$ cat src/ord_pkg.sv
package ord_pkg;

	localparam int CAP_W = 5;
	localparam logic [CAP_W-1:0] CAP_RESET = 5'd16;

	localparam logic [1:0] OP_PUSH_BACK = 2'd0;
	localparam logic [1:0] OP_POP_FRONT = 2'd1;
	localparam logic [1:0] OP_POP_BACK  = 2'd2;

	// returned by a pop on an empty ring
	localparam logic signed [31:0] EMPTY_WORD = -32'sd251152;

	typedef struct packed {
		logic [1:0]         op;
		logic signed [31:0] value;
	} cmd_t;

	typedef struct packed {
		logic signed [31:0] data;
		logic               status;
		logic               now_empty;
		logic               now_full;
	} rsp_t;

	// registered result control from the pointer stage
	typedef struct packed {
		logic valid;
		logic from_mem;
		logic status;
		logic now_empty;
		logic now_full;
	} ctl_t;

endpackage

$ cat src/ord_mem.sv
module ord_mem #(
	parameter int DEPTH = 16,
	parameter int PTR_W = 4
) (
	input  logic                clk,
	input  logic                we,
	input  logic [PTR_W-1:0]    waddr,
	input  logic signed [31:0]  wdata,
	input  logic [PTR_W-1:0]    raddr,
	output logic signed [31:0]  rdata
);

	logic signed [31:0] mem [DEPTH];

	always_ff @(posedge clk) begin
		if (we) begin
			mem[waddr] <= wdata;
		end
		rdata <= mem[raddr];
	end

endmodule

$ cat src/ord_ctrl.sv
module ord_ctrl #(
	parameter int DEPTH = 16,
	parameter int PTR_W = 4,
	parameter int CNT_W = 5
) (
	input  logic                         clk,
	input  logic                         arst_n,
	input  logic                         accept,
	input  ord_pkg::cmd_t                cmd,
	input  logic                         cfg_we,
	input  logic [ord_pkg::CAP_W-1:0]    cfg_wdata,
	output logic                         mem_we,
	output logic [PTR_W-1:0]             mem_waddr,
	output logic signed [31:0]           mem_wdata,
	output logic [PTR_W-1:0]             mem_raddr,
	output ord_pkg::ctl_t                ctl_s2
);

	localparam int CMP_W = CNT_W + 1;
	localparam logic [CNT_W-1:0] CAP_RST_EFF =
		(int'(ord_pkg::CAP_RESET) > DEPTH) ? CNT_W'(DEPTH) : CNT_W'(ord_pkg::CAP_RESET);

	logic                 valid_s1;
	ord_pkg::cmd_t        cmd_s1;
	logic [CNT_W-1:0]     cap_q;
	logic [PTR_W-1:0]     head_q, tail_q;
	logic [CNT_W-1:0]     count_q;

	logic [CNT_W-1:0]     cap_eff;
	logic [PTR_W-1:0]     head_nxt, tail_nxt, head_inc, tail_inc, tail_dec;
	logic [CNT_W-1:0]     count_nxt;
	logic                 is_full, is_empty, from_mem, pop_fail;

	// clamp a written capacity into 1..DEPTH
	always_comb begin
		if (cfg_wdata == '0) begin
			cap_eff = CNT_W'(1);
		end else if (int'(cfg_wdata) > DEPTH) begin
			cap_eff = CNT_W'(DEPTH);
		end else begin
			cap_eff = CNT_W'(cfg_wdata);
		end
	end

	// ring index steps within the capacity in use
	assign head_inc = (CMP_W'(head_q) + CMP_W'(1) >= CMP_W'(cap_q)) ? '0 : head_q + PTR_W'(1);
	assign tail_inc = (CMP_W'(tail_q) + CMP_W'(1) >= CMP_W'(cap_q)) ? '0 : tail_q + PTR_W'(1);
	assign tail_dec = (tail_q == '0) ? PTR_W'(cap_q - CNT_W'(1)) : tail_q - PTR_W'(1);

	assign is_full  = (count_q == cap_q);
	assign is_empty = (count_q == '0);

	always_comb begin
		head_nxt  = head_q;
		tail_nxt  = tail_q;
		count_nxt = count_q;
		mem_we    = 1'b0;
		mem_raddr = head_q;
		from_mem  = 1'b0;
		pop_fail  = 1'b0;
		case (cmd_s1.op)
			ord_pkg::OP_PUSH_BACK: begin
				mem_we   = valid_s1;
				tail_nxt = tail_inc;
				if (is_full) begin
					head_nxt = tail_inc;    // overwrite oldest
				end else begin
					count_nxt = count_q + CNT_W'(1);
				end
			end
			ord_pkg::OP_POP_FRONT: begin
				if (is_empty) begin
					pop_fail = 1'b1;
				end else begin
					from_mem  = 1'b1;
					head_nxt  = head_inc;
					count_nxt = count_q - CNT_W'(1);
				end
			end
			ord_pkg::OP_POP_BACK: begin
				mem_raddr = tail_dec;
				if (is_empty) begin
					pop_fail = 1'b1;
				end else begin
					from_mem  = 1'b1;
					tail_nxt  = tail_dec;
					count_nxt = count_q - CNT_W'(1);
				end
			end
			default: begin
			end
		endcase
	end

	assign mem_waddr = tail_q;
	assign mem_wdata = cmd_s1.value;

	always_ff @(posedge clk or negedge arst_n) begin
		if (!arst_n) begin
			valid_s1 <= 1'b0;
			cap_q    <= CAP_RST_EFF;
			head_q   <= '0;
			tail_q   <= '0;
			count_q  <= '0;
			ctl_s2   <= '0;
		end else begin
			valid_s1     <= accept;
			ctl_s2.valid <= valid_s1;
			if (cfg_we) begin
				cap_q   <= cap_eff;
				head_q  <= '0;
				tail_q  <= '0;
				count_q <= '0;
			end else if (valid_s1) begin
				head_q  <= head_nxt;
				tail_q  <= tail_nxt;
				count_q <= count_nxt;
			end
			ctl_s2.from_mem  <= from_mem;
			ctl_s2.status    <= pop_fail;
			ctl_s2.now_empty <= (count_nxt == '0);
			ctl_s2.now_full  <= (count_nxt == cap_q);
		end
	end

	always_ff @(posedge clk) begin
		if (accept) begin
			cmd_s1 <= cmd;
		end
	end

`ifndef SYNTHESIS
	a_count_in_cap: assert property (@(posedge clk) disable iff (!arst_n)
		count_q <= cap_q) else $error("count exceeds capacity");
	a_head_in_cap: assert property (@(posedge clk) disable iff (!arst_n)
		CMP_W'(head_q) < CMP_W'(cap_q)) else $error("head outside ring");
	a_tail_in_cap: assert property (@(posedge clk) disable iff (!arst_n)
		CMP_W'(tail_q) < CMP_W'(cap_q)) else $error("tail outside ring");
	a_result_follows: assert property (@(posedge clk) disable iff (!arst_n)
		valid_s1 |=> ctl_s2.valid) else $error("transaction lost");
	a_fail_is_empty: assert property (@(posedge clk) disable iff (!arst_n)
		ctl_s2.valid && ctl_s2.status |-> ctl_s2.now_empty && !ctl_s2.from_mem)
		else $error("failed pop on non-empty ring");
`endif

endmodule

$ cat src/overwriting_ring_deque_unit.sv
// Overwriting ring deque of signed 32-bit words.
// Command channel: a transaction (cmd.op, cmd.value) is taken at a rising edge
// with start high and busy low. busy stays low, so one transaction per cycle.
// Ops: push back writes at the tail; on a full ring the oldest entry is
// overwritten and the head moves with the tail. Pop front reads the head,
// pop back reads the slot before the tail. A pop on an empty ring returns
// EMPTY_WORD with status set. Every transaction yields exactly one result.
// Result channel: done pulses for one cycle with rsp valid; the receiver
// cannot stall, so results must be taken when shown.
// Result path: input register, then pointer update with registered memory read;
// done and rsp are driven by the latter. Throughput is one transaction per cycle;
// the pointer, count and capacity registers carry all ring control state.
// Config: cfg_we writes capacity (0 acts as 1, above DEPTH acts as DEPTH)
// and empties the ring. Write it only with no transaction in flight.
// Reset: head, tail and count clear, capacity returns to 16 (clamped to
// DEPTH). Word storage is not cleared; the count keeps pops off unwritten slots.
module overwriting_ring_deque_unit #(
	parameter int DEPTH = 16
) (
	input  logic                       clk,
	input  logic                       arst_n,
	input  logic                       start,
	output logic                       busy,
	input  ord_pkg::cmd_t              cmd,
	input  logic                       cfg_we,
	input  logic [ord_pkg::CAP_W-1:0]  cfg_wdata,
	output logic                       done,
	output ord_pkg::rsp_t              rsp
);

	localparam int PTR_W = (DEPTH > 1) ? $clog2(DEPTH) : 1;
	localparam int CNT_W = $clog2(DEPTH + 1);

	logic                 mem_we;
	logic [PTR_W-1:0]     mem_waddr, mem_raddr;
	logic signed [31:0]   mem_wdata, mem_rdata;
	ord_pkg::ctl_t        ctl_s2;

	// every cycle can take a new transaction
	assign busy = 1'b0;

	ord_ctrl #(
		.DEPTH (DEPTH),
		.PTR_W (PTR_W),
		.CNT_W (CNT_W)
	) u_ctrl (
		.clk       (clk),
		.arst_n    (arst_n),
		.accept    (start && !busy),
		.cmd       (cmd),
		.cfg_we    (cfg_we),
		.cfg_wdata (cfg_wdata),
		.mem_we    (mem_we),
		.mem_waddr (mem_waddr),
		.mem_wdata (mem_wdata),
		.mem_raddr (mem_raddr),
		.ctl_s2    (ctl_s2)
	);

	ord_mem #(
		.DEPTH (DEPTH),
		.PTR_W (PTR_W)
	) u_mem (
		.clk   (clk),
		.we    (mem_we),
		.waddr (mem_waddr),
		.wdata (mem_wdata),
		.raddr (mem_raddr),
		.rdata (mem_rdata)
	);

	// result data: stored word on a good pop, marker on a failed pop, else zero
	always_comb begin
		if (ctl_s2.from_mem) begin
			rsp.data = mem_rdata;
		end else if (ctl_s2.status) begin
			rsp.data = ord_pkg::EMPTY_WORD;
		end else begin
			rsp.data = '0;
		end
		rsp.status    = ctl_s2.status;
		rsp.now_empty = ctl_s2.now_empty;
		rsp.now_full  = ctl_s2.now_full;
	end

	assign done = ctl_s2.valid;

endmodule
$ cat config.mk
export PLATFORM = sky130hd
export DESIGN_NAME = overwriting_ring_deque_unit
export DESIGN_NICKNAME = d
export VERILOG_FILES = /design/src/ord_pkg.sv /design/src/ord_mem.sv /design/src/ord_ctrl.sv /design/src/overwriting_ring_deque_unit.sv
export SDC_FILE = /design/constraint.sdc
export NUM_CORES = 1
export LEC_CHECK = 0
export CELL_PAD_IN_SITES_DETAIL_PLACEMENT = 1
export CELL_PAD_IN_SITES_GLOBAL_PLACEMENT = 1
export CORE_ASPECT_RATIO = 1.4
export CORE_MARGIN = 3
export CORE_UTILIZATION = 40
export DETAILED_ROUTE_END_ITERATION = 6
export DONT_BUFFER_PORTS = 1
export PLACE_DENSITY_LB_ADDON = 0.1
export SYNTH_ARGS = -nofsm -noshare
export SYNTH_HDL_FRONTEND = slang
export SYNTH_SLANG_ARGS = --single-unit
export TNS_END_PERCENT = 1
$ cat constraint.sdc
create_clock -name clk -period 7 [get_ports clk]
set_input_delay 1.4 -clock clk [delete_from_list [all_inputs] [get_ports clk]]
set_output_delay 1.4 -clock clk [all_outputs]
set_load 0.01 [all_outputs]
==> metrics.md, run 1 <==
| Metric | Value |
|---|---|
| Area share of the largest cell type after synthesis | `0.708` |
| Post-route antenna net violation count | `0` |
| Layout Cell Area excl Fill | `26100 µm²` |
| Initial drt markers | `901` |
| Worst setup startpoint | `u_ctrl.mem_waddr[0]` |
| Overall via count from detail_route | `11200` |
| GRT Resource Usage Total | `0.187` |
| Number of buffer and inverter instances along the worst setup path | `3` |
| Effective utilization at floorplan | `0.408` |
| Critical path start-end classification | `flip-flop to flip-flop` |
| Final-report max-slew violation count | `0` |
| Clk Latency, worst-skew pair | `0.61 ns` |
| Via/cell ratio | `5.71` |
| Mux share of post-synthesis cell area | `0.127` |
| NumNets Final | `1252` |
| Post-detailed-route DRC marker count | `0` |
| R2R cell count | `11` |
| Share of async-settable or async-resettable flops after synthesis | `0.0399` |
| Final critical-path share of the clock period | `0.569` |
| TNS Setup | `0 ns` |
| Number of clock sinks | `602` |
| P_leak | `8.56 nW` |
| Number of standard-cell rows in the floorplan | `103` |
| Maximum root-to-sink buffer count | `3` |
| Vias in the first global route | `12200` |
| Worst vdd ir | `0.000195 V` |
| R2r startpoint | `u_ctrl.mem_waddr[0]` |
| Syn Std Cell Area | `23200 µm²` |
| Worst-margin pin slew | `0.874 ns` |
| Count leader, synth | `edfxtp_1` |
| Slowest CP cell | `buf_12` |
| Number of hold-repair buffers added at the cts stage | `0` |
| Clock slew at the register clock pins of the worst setup and hold paths | `0.06 ns` |
| RSZ-0062 raised after global routing | `false` |
| Cell area power density | `324 nW/µm²` |
| Count of flip-flops with a built-in enable after synthesis | `546` |
| XOR/XNOR Fraction of Synth Area | `0.00567` |
| Chip width | `209 µm` |
| Critical Path Source Type | `flip-flop` |
| Complex-gate fraction of the synthesized area | `0.0407` |
| Reg area | `17600 µm²` |
| Library cell occupying the most area in the post-synthesis netlist | `edfxtp_1` |
| Peak clock frequency supported by timing | `0.251 GHz` |
| Antenna diodes | `0` |
| Dominant combinational cell family by area after synthesis | `multiplexers` |
| Final count of negative-setup-slack endpoints | `0` |
| TritonCTS clock tree | `done` |
| Total CTS buffers | `57` |
| Proportion of layout cells with a drive suffix above 1 | `0.221` |
| Seq/Total Area, Yosys | `0.762` |
| Logic depth of the worst setup path including buffers | `11` |
| Total of flip-flops plus latches after synthesis | `602` |
| Chip Height | `291 µm` |
| Placed Area | `24100 µm²` |
| Master cell of the clock root buffer | `clkbuf_16` |
| Crit path DAT | `4.47 ns` |
| Top metal layer carrying routed signals | `met5` |
| Count of cells resized by post-cts repair | `0` |
| Max Cap Viol | `0` |
| Type of the tightest min-delay check | `primary input to async pin` |
| Top post-synthesis cells by area | `edfxtp_1 (71%), mux4_2 (12%), dfxtp_1 (2.8%), dfrtp_1 (2.5%), a22oi_1 (2.1%)` |
| First-pass GRT wire length | `83400 µm` |
| M1 WL | `23600 µm` |
| Depth of the CTS H-tree | `2` |
| Placeable core region | `56800 µm²` |
| Number of filler instances in the final layout | `5183` |
| Final HPWL from detailed placement | `28700 µm` |
| Met2 Wirelength | `30000 µm` |
| Routed length per placed instance | `29.0 µm` |
| # placed instances | `1863` |
| Hold slack final | `0.477 ns` |
| Simple-gate portion of the synthesized area | `0.0370` |
| Per-instance average area after synthesis | `19.9 µm²` |
| Nature of the critical path endpoint | `flip-flop` |
| Number of instances in the synthesized netlist | `1163` |
| CP required | `7.49 ns` |
| Final wirelength | `57100 µm` |
| CP Max Fanout | `98` |
| Number of setup buffers added after CTS | `0` |
| Predominant post-synthesis flop cell | `edfxtp_1` |
| Outcome | `finished, final reports clean` |
| Top cells by count, synth | `edfxtp_1 (546), mux4_2 (128), nand2_1 (84), a22oi_1 (66), clkbuf_1 (33)` |
| 1st-pass router iterations | `6` |
| Met3 wire length | `2030 µm` |
| Placer's final routability congestion estimate | `0.740` |
| Post-synthesis adder-cell area fraction | `0.0119` |
| Area of the multi-input gates | `5230 µm²` |
| Die footprint | `60900 µm²` |
| Crit path cell chain | `inv_1, ha_1, nor3b_4, nor2_1, a21oi_2, mux2i_4, buf_12, buf_4, mux4_2, a22oi_1, nand2_1` |
| Count of endpoints failing hold in the final timing report | `0` |
| Number of antenna violations at the first check in global routing | `1` |
| Count of different cell masters after synthesis | `55` |
| Max stage delay on crit path | `0.66 ns` |
| Final critical path time including I/O delays and setup | `3.98 ns` |
| Area overhead of the layout relative to synthesis | `12.6%` |
| Final worst clock skew | `0.0199 ns` |
| Rel. slew slack | `0.418` |
| Total nets after synthesis | `1228` |
| Family with the most delay on the worst path | `buffers and inverters` |
| Port buffer count | `0` |
| Finished Layout Cells | `1971` |
| Synthesis Warnings | `0` |
| Maximum number of pins on one net before global-route repair | `129` |
| Count of pins on the block boundary | `80` |
| Overall overflow remaining after global route | `0` |
## power breakdown
part	internal (mW)	total, mW	switching, mW
registers	4.08	4.21	0.124
logic	0.395	0.945	0.550
clock network	1.95	3.29	1.34
## layout by cell type, fill, tap and decap left out, types with 3 or more instances in the layout
cell type / instances
edfxtp_1: 546
mux4_2: 128
nand2_1: 84
a22oi_1: 66
clkbuf_16: 59
dfxtp_1: 32
buf_4: 23
ha_1: 22
dfrtp_1: 22
inv_1: 21
nor2_1: 21
and2_2: 16
and2_1: 13
clkbuf_1: 12
o21ai_0: 11
clkinv_2: 11
bufinv_16: 10
a21oi_1: 9
a211oi_1: 9
nand3_1: 8
xnor2_1: 8
nor3_1: 8
xor2_1: 7
nand2b_1: 7
clkinv_1: 7
a21o_1: 6
a311oi_1: 4
nor2_4: 4
clkbuf_8: 4
and3_1: 3
mux2i_1: 3
a32oi_1: 3
nand3b_1: 3
## worst reg2reg max path, stage by stage, from the launching register on
cell and delay [ns]:
dfrtp_1 0.52, inv_1 0.15, ha_1 0.32, nor3b_4 0.20
nor2_1 0.15, a21oi_2 0.08, mux2i_4 0.19, buf_12 0.66
buf_4 0.72, mux4_2 0.61, a22oi_1 0.20, nand2_1 0.07
## stage by stage
stage / power, mW / worst slack, ns / utilization
floorplan: 4.94 / 3.91 / -
global placement: 5.25 / 3.01 / 0.424
detailed placement: 5.26 / 2.93 / 0.424
CTS: 8.57 / 2.89 / 0.459
global route: 8.79 / 2.59 / 0.459
finish: 8.44 / 3.02 / 0.459
## worst paths after layout
kind,endpoint,slack [ns]
setup / recovery,u_mem.rdata[18],3.02
hold / removal,u_ctrl.mem_waddr[1],0.48
setup reg to reg,u_mem.rdata[18],3.02
hold reg to reg,u_ctrl.cap_q[4],0.61
max in group asynchronous,u_ctrl.cap_q[4],6.35
min in group clk,u_ctrl.cap_q[4],0.61
## registers in the layout, summed over array words and instances (netlist names)
signal / count
u_ctrl.mem_waddr: 4
u_ctrl.head_q: 4
u_ctrl.ctl_s2: 5
u_mem.rdata: 32
u_ctrl.valid_s1: 1
u_mem.mem: 512
u_ctrl.cmd_s1: 2
u_ctrl.count_q: 5
u_ctrl.cap_q: 5
u_ctrl.mem_wdata: 32
## logic make-up (layout without fill, tap and decap cells)
logic type / count (synthesis) / in the layout
simple gates: 178 / 178
fa+ha+maj: 22 / 22
buf+inv: 81 / 154
mux: 134 / 134
xor+xnor: 15 / 15
compound gates: 130 / 130
flops: 602 / 602
other cells: 1 / 1
## cell type report
| cell class | instances | area share |
|---|---|---|
| Sequential cell | 602 | 0.676 |
| Multi-Input combinational cell | 480 | 0.201 |
| Clock buffer | 75 | 0.0604 |
| Tap cell | 735 | 0.0353 |
| Clock inverter | 33 | 0.0162 |
| Timing Repair Buffer | 25 | 0.00816 |
| Inverter | 21 | 0.00302 |
## layer usage
| layer | vias up | GRT usage |
|---|---|---|
| met2 | 258 | 0.331 |
| met5 | - | 0 |
| met1 | 6122 | 0.242 |
| li1 | 4764 | - |
| met3 | 99 | 0.0270 |
| met4 | 2 | 0.0523 |
Note: power is estimated with default switching activity, not from simulation.
==> run 2: changes to the inputs <==
- ABC_AREA: default -> 1
- clock period: 7 -> 3.9 ns (I/O delays scaled with it)
==> run 2 against run 1 <==
  * Die area increased by 8.2%
  * Critical path type unchanged
  * Global-route usage increased by 2.5 points
  * Combinational power increased by 110%
  * Fmax increased by 26%
  * Synthesized area increased by 8.4%
  * Power increased by 79%
  * Flip-flop and latch count unchanged
  * Sequential share of layout area decreased by 5.0 points
==> metrics.md, run 2 <==
| Metric | Value |
|---|---|
| Outcome | `finished, final reports clean (unchanged)` |
| RSZ-0062 raised after global routing | `false (unchanged)` |
| Total nets after synthesis | `2233 (was 1228)` |
| Syn Std Cell Area | `25100 µm² (was 23200 µm²)` |
| Top cells by count, synth | `edfxtp_1 (546), nand2_1 (542), inv_1 (331), nand3_1 (264), o211ai_1 (193) (was edfxtp_1 (546), mux4_2 (128), nand2_1 (84), a22oi_1 (66), clkbuf_1 (33))` |
| Critical path start-end classification | `flip-flop to flip-flop (unchanged)` |
| Final count of negative-setup-slack endpoints | `0 (unchanged)` |
| Rel. slew slack | `0.458 (was 0.418)` |
| Overall power of the completed layout | `15.1 mW (was 8.44 mW)` |
| NumNets Final | `2225 (was 1252)` |
| Final worst clock skew | `0.0163 ns (was 0.0199 ns)` |
| Slowest CP cell | `inv_4 (was buf_12)` |
| Post-route antenna net violation count | `0 (unchanged)` |
| Crit path cell chain | `inv_1, ha_1, nand2_2, nand2_1, o21ai_1, ha_1, nand2_1, o21ai_4, inv_4, buf_4, o211ai_1, nand3_1, nand3_1, nand2_1 (was inv_1, ha_1, nor3b_4, nor2_1, a21oi_2, mux2i_4, buf_12, buf_4, mux4_2, a22oi_1, nand2_1)` |
| Final core area utilization | `0.454 (was 0.459)` |
| Final-report max-slew violation count | `0 (unchanged)` |
| Final critical path time including I/O delays and setup | `3.16 ns (was 3.98 ns)` |
| Effective utilization at floorplan | `0.405 (was 0.408)` |
| Placer's final routability congestion estimate | `0.815 (was 0.740)` |
| P_leak | `11.1 nW (was 8.56 nW)` |
| Overall via count from detail_route | `15900 (was 11200)` |
| Chip width | `218 µm (was 209 µm)` |
| Initial drt markers | `1108 (was 901)` |
| Dominant cell type by count on the critical path | `nand2_1` |
| GRT Resource Usage Total | `0.212 (was 0.187)` |
| Total CTS buffers | `61 (was 57)` |
| Number of buffer and inverter instances along the worst setup path | `3 (unchanged)` |
| Max reg flops | `512 (unchanged)` |
| Worst hold start | `start` |
| Share of async-settable or async-resettable flops after synthesis | `0.0399 (unchanged)` |
| Vias in the first global route | `16800 (was 12200)` |
| Top post-synthesis cells by area | `edfxtp_1 (65%), nand2_1 (8.1%), o211ai_1 (5.8%), nand3_1 (5.3%), inv_1 (4.9%) (was edfxtp_1 (71%), mux4_2 (12%), dfxtp_1 (2.8%), dfrtp_1 (2.5%), a22oi_1 (2.1%))` |
| Overall overflow remaining after global route | `0 (unchanged)` |
| Number of antenna violations at the first check in global routing | `3 (was 1)` |
| Area share of the largest cell type after synthesis | `0.653 (was 0.708)` |
| Clock slew at the register clock pins of the worst setup and hold paths | `0.06 ns (about the same)` |
| Synthesis Warnings | `0 (unchanged)` |
| Via/cell ratio | `5.23 (was 5.71)` |
| Clk Latency, worst-skew pair | `0.61 ns (about the same)` |
| Chip Height | `302 µm (was 291 µm)` |
| TritonCTS clock tree | `done (unchanged)` |
| Count leader, synth | `edfxtp_1 (unchanged)` |
| Depth of the CTS H-tree | `2 (unchanged)` |
| Library cell occupying the most area in the post-synthesis netlist | `edfxtp_1 (unchanged)` |
| Area overhead of the layout relative to synthesis | `12.1% (was 12.6%)` |
| Number of setup buffers added after CTS | `0 (unchanged)` |
| Proportion of layout cells with a drive suffix above 1 | `0.0711 (was 0.221)` |
| Die footprint | `65800 µm² (was 60900 µm²)` |
| Worst vdd ir | `0.000348 V (was 0.000195 V)` |
| Seq/Total Area, Yosys | `0.703 (was 0.762)` |
| Layout Cell Area excl Fill | `28100 µm² (was 26100 µm²)` |
| Crit path DAT | `3.71 ns (was 4.47 ns)` |
| Final critical-path share of the clock period | `0.811 (was 0.569)` |
| Placed Area | `26200 µm² (was 24100 µm²)` |
| Max Cap Viol | `0 (unchanged)` |
| Count of endpoints failing hold in the final timing report | `0 (unchanged)` |
| Routed length per placed instance | `22.8 µm (was 29.0 µm)` |
| Largest register by flop count | `u_mem.mem (unchanged)` |
| Worst-margin pin slew | `0.813 ns (was 0.874 ns)` |
| Family with the most delay on the worst path | `buffers and inverters (unchanged)` |
| Hold slack final | `0.230 ns (was 0.477 ns)` |
| Most common cell after layout, fill and taps aside | `edfxtp_1 (unchanged)` |
| Peak clock frequency supported by timing | `0.316 GHz (was 0.251 GHz)` |
| Final wirelength | `69300 µm (was 57100 µm)` |
| Count of flip-flops with a built-in enable after synthesis | `546 (unchanged)` |
| Type of the tightest min-delay check | `primary input to flip-flop (was primary input to async pin)` |
| Count of pins on the block boundary | `80 (unchanged)` |
| CP required | `4.44 ns (was 7.49 ns)` |
| Port buffer count | `0 (unchanged)` |
| Top library cells by usage in the layout, fill and taps aside | `edfxtp_1 (546), nand2_1 (542), inv_1 (330) (was edfxtp_1 (546), mux4_2 (128), nand2_1 (84))` |
| Critical Path Source Type | `flip-flop (unchanged)` |
| Final HPWL from detailed placement | `37800 µm (was 28700 µm)` |
| Nature of the critical path endpoint | `flip-flop (unchanged)` |
| Maximum number of pins on one net before global-route repair | `148 (was 129)` |
| Per-instance average area after synthesis | `11.6 µm² (was 19.9 µm²)` |
| Post-detailed-route DRC marker count | `0 (unchanged)` |
| CP Max Fanout | `40 (was 98)` |
| Maximum root-to-sink buffer count | `3 (unchanged)` |
| Number of clock sinks | `602 (unchanged)` |
| Number of instances in the synthesized netlist | `2168 (was 1163)` |
| Total of flip-flops plus latches after synthesis | `602 (unchanged)` |
| 1st-pass router iterations | `5 (was 6)` |
| Predominant post-synthesis flop cell | `edfxtp_1 (unchanged)` |
| Max stage delay on crit path | `0.49 ns (was 0.66 ns)` |
| Number of standard-cell rows in the floorplan | `108 (was 103)` |
| First-pass GRT wire length | `104000 µm (was 83400 µm)` |
| TNS Setup | `0 ns (unchanged)` |
| R2r startpoint | `u_ctrl.mem_waddr[0] (unchanged)` |
| Count of different cell masters after synthesis | `34 (was 55)` |
| Master cell of the clock root buffer | `clkbuf_16 (unchanged)` |
| Cell area power density | `537 nW/µm² (was 324 nW/µm²)` |
| Worst setup startpoint | `u_ctrl.mem_waddr[0] (unchanged)` |
| Placeable core region | `62000 µm² (was 56800 µm²)` |
-- run 2: cell types whose count changed after synthesis, moves of 8 or more --
cell,change
buf_2,+33
nand2b_1,-8
nand2_1,+458
mux4_2,-128
a211oi_1,-8
o211ai_1,+192
o22ai_1,+9
and2_1,-29
nand3_1,+256
buf_4,+13
inv_1,+310
a22oi_1,-66
clkbuf_1,+8
-- run 2: where the power goes --
part,internal [mW],switching (mW),leakage [nW],total [mW]
clock network,3.26,2.40,0.932,5.65
logic,0.570,1.37,4.65,1.94
registers,7.29,0.241,5.52,7.53
total,11.1,4.01,11.1,15.1
-- run 2: final cells by class --
cell class              instances  area [µm²]
flip-flops and latches        602       17600
fillers                      6518       33900
clock inverters                24         210
inverters                     336        1260
diodes                          1        2.50
multi-input cells            1115        5760
repair buffers                 44         546
well taps                     825        1030
clock buffers                  87        1690
-- run 2: metrics by stage --
stage / setup WS, ns / cells
finish: 0.736 / 3034
global route: 0.460 / 3034
CTS: 0.670 / 3033
detailed placement: 0.737 / 2920
global placement: 0.883 / 2920
floorplan: 1.09 / 2168
-- run 2: worst paths after layout --
check / end / slack (ns) / cells after the start
setup / recovery: u_mem.rdata[16] / 0.74 / 14
hold / removal: u_ctrl.valid_s1 / 0.23 / 0
setup reg to reg: u_mem.rdata[16] / 0.74 / 14
hold reg to reg: u_ctrl.ctl_s2[4] / 0.49 / 0
max in group asynchronous: u_ctrl.cap_q[4] / 3.05 / 2
min in group asynchronous: u_ctrl.ctl_s2[3] / 0.61 / 2
-- run 2: per-layer routing --
metal,global-route usage,vias to the layer above,wire [µm]
li1,-,7419,-
met1,0.268,8072,29400
met2,0.386,272,35700
met3,0.0281,98,2620
met4,0.0559,4,1520
met5,0,-,23
-- run 2: cells by family (layout without fill, tap and decap cells) --
family          after synthesis  in the layout  share of synthesized area
xor+xnor                     11             11                    0.00384
flops                       602            602                      0.703
simple gates                849            849                      0.141
other cells                   1              2                   0.000149
buf+inv                     451            491                     0.0739
fa+ha+maj                    22             22                     0.0110
compound gates              232            232                     0.0671
-- run 2: timing repair --
item,4_1_cts,5_1_grt
endpoints found under the setup margin,0,0
gates resized for setup,0,0
hold buffers,2,0
hold endpoints to repair,24,0
==> run 3: changes to the inputs <==
- clock period: 3.9 -> 2.85 ns (I/O delays scaled with it)
==> run 3 against run 2 <==
  * Utilization is 1.0 points higher
  * Power is 38% higher
  * Non-clock buffer count increased by 47
  * Critical endpoint is now u_mem.rdata[9]
  * Combinational power increased by 54%
==> metrics.md, run 3 (synthesized netlist as in run 2, its figures left out) <==
| Metric | Value |
|---|---|
| Number of antenna violations at the first check in global routing | `2 (was 3)` |
| Top library cells by usage in the layout, fill and taps aside | `edfxtp_1 (546), nand2_1 (541), inv_1 (330) (was edfxtp_1 (546), nand2_1 (542), inv_1 (330))` |
| M1 WL | `29900 µm (was 29400 µm)` |
| Setup slack on the worst flop-to-flop path | `0.21 ns (was 0.74 ns)` |
| Cell Int Power | `15.2 mW (was 11.1 mW)` |
| Cell area power density | `724 nW/µm² (was 537 nW/µm²)` |
| Final count of negative-setup-slack endpoints | `0 (unchanged)` |
| Vias in the first global route | `17000 (was 16800)` |
| Max Cap Viol | `0 (unchanged)` |
| P_leak | `11.4 nW (was 11.1 nW)` |
| Rel. slew slack | `0.580 (was 0.458)` |
| Placer's final routability congestion estimate | `0.800 (was 0.815)` |
| Port buffer count | `0 (unchanged)` |
| Switch share | `0.269 (was 0.265)` |
| Overall power of the completed layout | `20.8 mW (was 15.1 mW)` |
| Effective utilization at floorplan | `0.405 (unchanged)` |
| Part of the total power dissipated in sequential elements | `0.493 (was 0.498)` |
| Chip width | `218 µm (unchanged)` |
| Type of the tightest min-delay check | `primary input to flip-flop (unchanged)` |
| Final wirelength | `70800 µm (was 69300 µm)` |
| Clock slew at the register clock pins of the worst setup and hold paths | `0.06 ns (about the same)` |
| RSZ-0062 raised after global routing | `false (unchanged)` |
| Slowest CP cell | `dfrtp_1 (was inv_4)` |
| Via/cell ratio | `5.23 (about the same)` |
| Area of the multi-input gates | `5770 µm² (was 5760 µm²)` |
| 1st-pass router iterations | `5 (unchanged)` |
| Crit path DAT | `3.18 ns (was 3.71 ns)` |
| TNS Setup | `0 ns (unchanged)` |
| Maximum root-to-sink buffer count | `3 (unchanged)` |
| Chip Height | `302 µm (unchanged)` |
| Post-detailed-route DRC marker count | `0 (unchanged)` |
| Outcome | `finished, final reports clean (unchanged)` |
| Met3 wire length | `2630 µm (was 2620 µm)` |
| Final-report max-slew violation count | `0 (unchanged)` |
| Die footprint | `65800 µm² (unchanged)` |
| Master cell of the clock root buffer | `clkbuf_16 (unchanged)` |
| Nature of the critical path endpoint | `flip-flop (unchanged)` |
| Share of total power in combinational logic | `0.143 (was 0.128)` |
| Top metal layer carrying routed signals | `met5 (unchanged)` |
| Routed length per placed instance | `23.0 µm (was 22.8 µm)` |
| Depth of the CTS H-tree | `2 (unchanged)` |
| Clk Latency, worst-skew pair | `0.62 ns (was 0.61 ns)` |
| Final critical-path share of the clock period | `0.925 (was 0.811)` |
| Final worst clock skew | `0.0150 ns (was 0.0163 ns)` |
| Crit path cell chain | `inv_1, ha_2, nand2_2, nand2_1, o21ai_1, ha_1, nand2_1, o21ai_4, buf_12, buf_12, o211ai_1, nand3_1, nand3_1, nand2_1 (was inv_1, ha_1, nand2_2, nand2_1, o21ai_1, ha_1, nand2_1, o21ai_4, inv_4, buf_4, o211ai_1, nand3_1, nand3_1, nand2_1)` |
| Count of endpoints failing hold in the final timing report | `0 (unchanged)` |
| GRT Resource Usage Total | `0.215 (was 0.212)` |
| Critical path start-end classification | `flip-flop to flip-flop (unchanged)` |
| Maximum number of pins on one net before global-route repair | `74 (was 148)` |
| Peak clock frequency supported by timing | `0.379 GHz (was 0.316 GHz)` |
| Final critical path time including I/O delays and setup | `2.64 ns (was 3.16 ns)` |
| Count of pins on the block boundary | `80 (unchanged)` |
| CP Max Fanout | `32 (was 40)` |
| CP required | `3.40 ns (was 4.44 ns)` |
| Reg area | `17600 µm² (unchanged)` |
| Dominant cell type by count on the critical path | `nand2_1 (unchanged)` |
| Max reg flops | `512 (unchanged)` |
| Clock network power share | `0.364 (was 0.374)` |
| Initial drt markers | `1013 (was 1108)` |
| Proportion of layout cells with a drive suffix above 1 | `0.0909 (was 0.0711)` |
| Overall overflow remaining after global route | `0 (unchanged)` |
| Overall via count from detail_route | `16100 (was 15900)` |
| Max stage delay on crit path | `0.42 ns (was 0.49 ns)` |
| Final core area utilization | `0.464 (was 0.454)` |
| Number of clock sinks | `602 (unchanged)` |
| Number of standard-cell rows in the floorplan | `108 (unchanged)` |
| Worst-margin pin slew | `0.629 ns (was 0.813 ns)` |
| Post-route antenna net violation count | `0 (unchanged)` |
| Final HPWL from detailed placement | `40300 µm (was 37800 µm)` |
| Number of filler instances in the final layout | `6478 (was 6518)` |
| Met2 Wirelength | `36400 µm (was 35700 µm)` |
| NumNets Final | `2270 (was 2225)` |
| Largest register by flop count | `u_mem.mem (unchanged)` |
| Most common cell after layout, fill and taps aside | `edfxtp_1 (unchanged)` |
| Placeable core region | `62000 µm² (unchanged)` |
| TritonCTS clock tree | `done (unchanged)` |
| Net switching power of the design | `5.60 mW (was 4.01 mW)` |
| Area overhead of the layout relative to synthesis | `14.7% (was 12.1%)` |
| Total CTS buffers | `59 (was 61)` |
| Critical Path Source Type | `flip-flop (unchanged)` |
| First-pass GRT wire length | `105000 µm (was 104000 µm)` |
| Worst vdd ir | `0.000457 V (was 0.000348 V)` |
## run 3: cell types whose count changed in the layout (fill, tap and decap cells not counted), sizes merged
cell,previous run,this run
buf,43,79
bufinv,4,1
clkbuf,87,92
clkinv,19,16
dlygate4sd3,1,10
inv,336,338
## run 3: stage by stage
stage / cell area (µm²) / std cells / hold slack, ns / worst slack (ns)
2_1_floorplan: 25100 / 2168 / 0.274 / 0.0427
3_3_place_gp: 26700 / 2955 / 0.275 / 0.245
3_5_place_dp: 26700 / 2955 / 0.275 / 0.121
4_1_cts: 28700 / 3076 / 0.00367 / 0.112
5_1_grt: 28800 / 3079 / 0.00685 / 0.00186
6_report: 28800 / 3080 / 0.0376 / 0.214
## run 3: layout make-up
class | instances | area share
Sequential cell | 602 | 0.613
Multi-Input combinational cell | 1115 | 0.200
Clock buffer | 90 | 0.0602
Inverter | 336 | 0.0440
Timing Repair Buffer | 91 | 0.0416
Tap cell | 825 | 0.0359
Clock inverter | 20 | 0.00504
Antenna cell | 1 | 0.0000869
## run 3: worst paths after layout
path,to,cells after the start,startpoint
max,u_mem.rdata[9],14,u_ctrl.mem_waddr[1]
min reg2reg,u_ctrl.ctl_s2[4],0,u_ctrl.valid_s1
max in group asynchronous,u_ctrl.cap_q[4],2,arst_n
max reg2reg,u_mem.rdata[9],14,u_ctrl.mem_waddr[1]
min,u_ctrl.mem_wdata[6],0,cmd[6]
min in group asynchronous,u_ctrl.head_q[2],2,arst_n
## run 3: layer usage
layer	vias to the layer above	global-route usage
met5	-	0
met3	103	0.0285
met4	2	0.0626
met1	8215	0.271
met2	267	0.387
li1	7524	-
## run 3: what timing repair did
| item | in CTS | in global routing |
|---|---|---|
| hold endpoints to repair | 33 | 0 |
| setup endpoints to repair | 16 | 28 |
| resized for setup | 1 | 6 |
| setup buffers | 0 | 1 |
| hold buffers | 11 | 0 |
| cloned | 0 | 2 |
## run 3: worst max-delay path, delay by kind of cell, from the launching register on
family | cells | cell delay [ns]
simple gates | 6 | 0.62
compound gates | 3 | 0.40
flops | 1 | 0.42
buf+inv | 3 | 0.59
fa+ha+maj | 2 | 0.53
## run 3: power by group through the flow
| stage | logic [mW] | clock network, mW | registers, mW |
|---|---|---|---|
| 6_report | 2.98 | 7.59 | 10.3 |
| 5_1_grt | 3.33 | 8.14 | 10.3 |
| 4_1_cts | 2.98 | 7.79 | 10.3 |
| 3_5_place_dp | 2.95 | 0 | 10.5 |
| 3_3_place_gp | 2.89 | 0 | 10.5 |
| 2_1_floorplan | 1.95 | 0 | 10.3 |
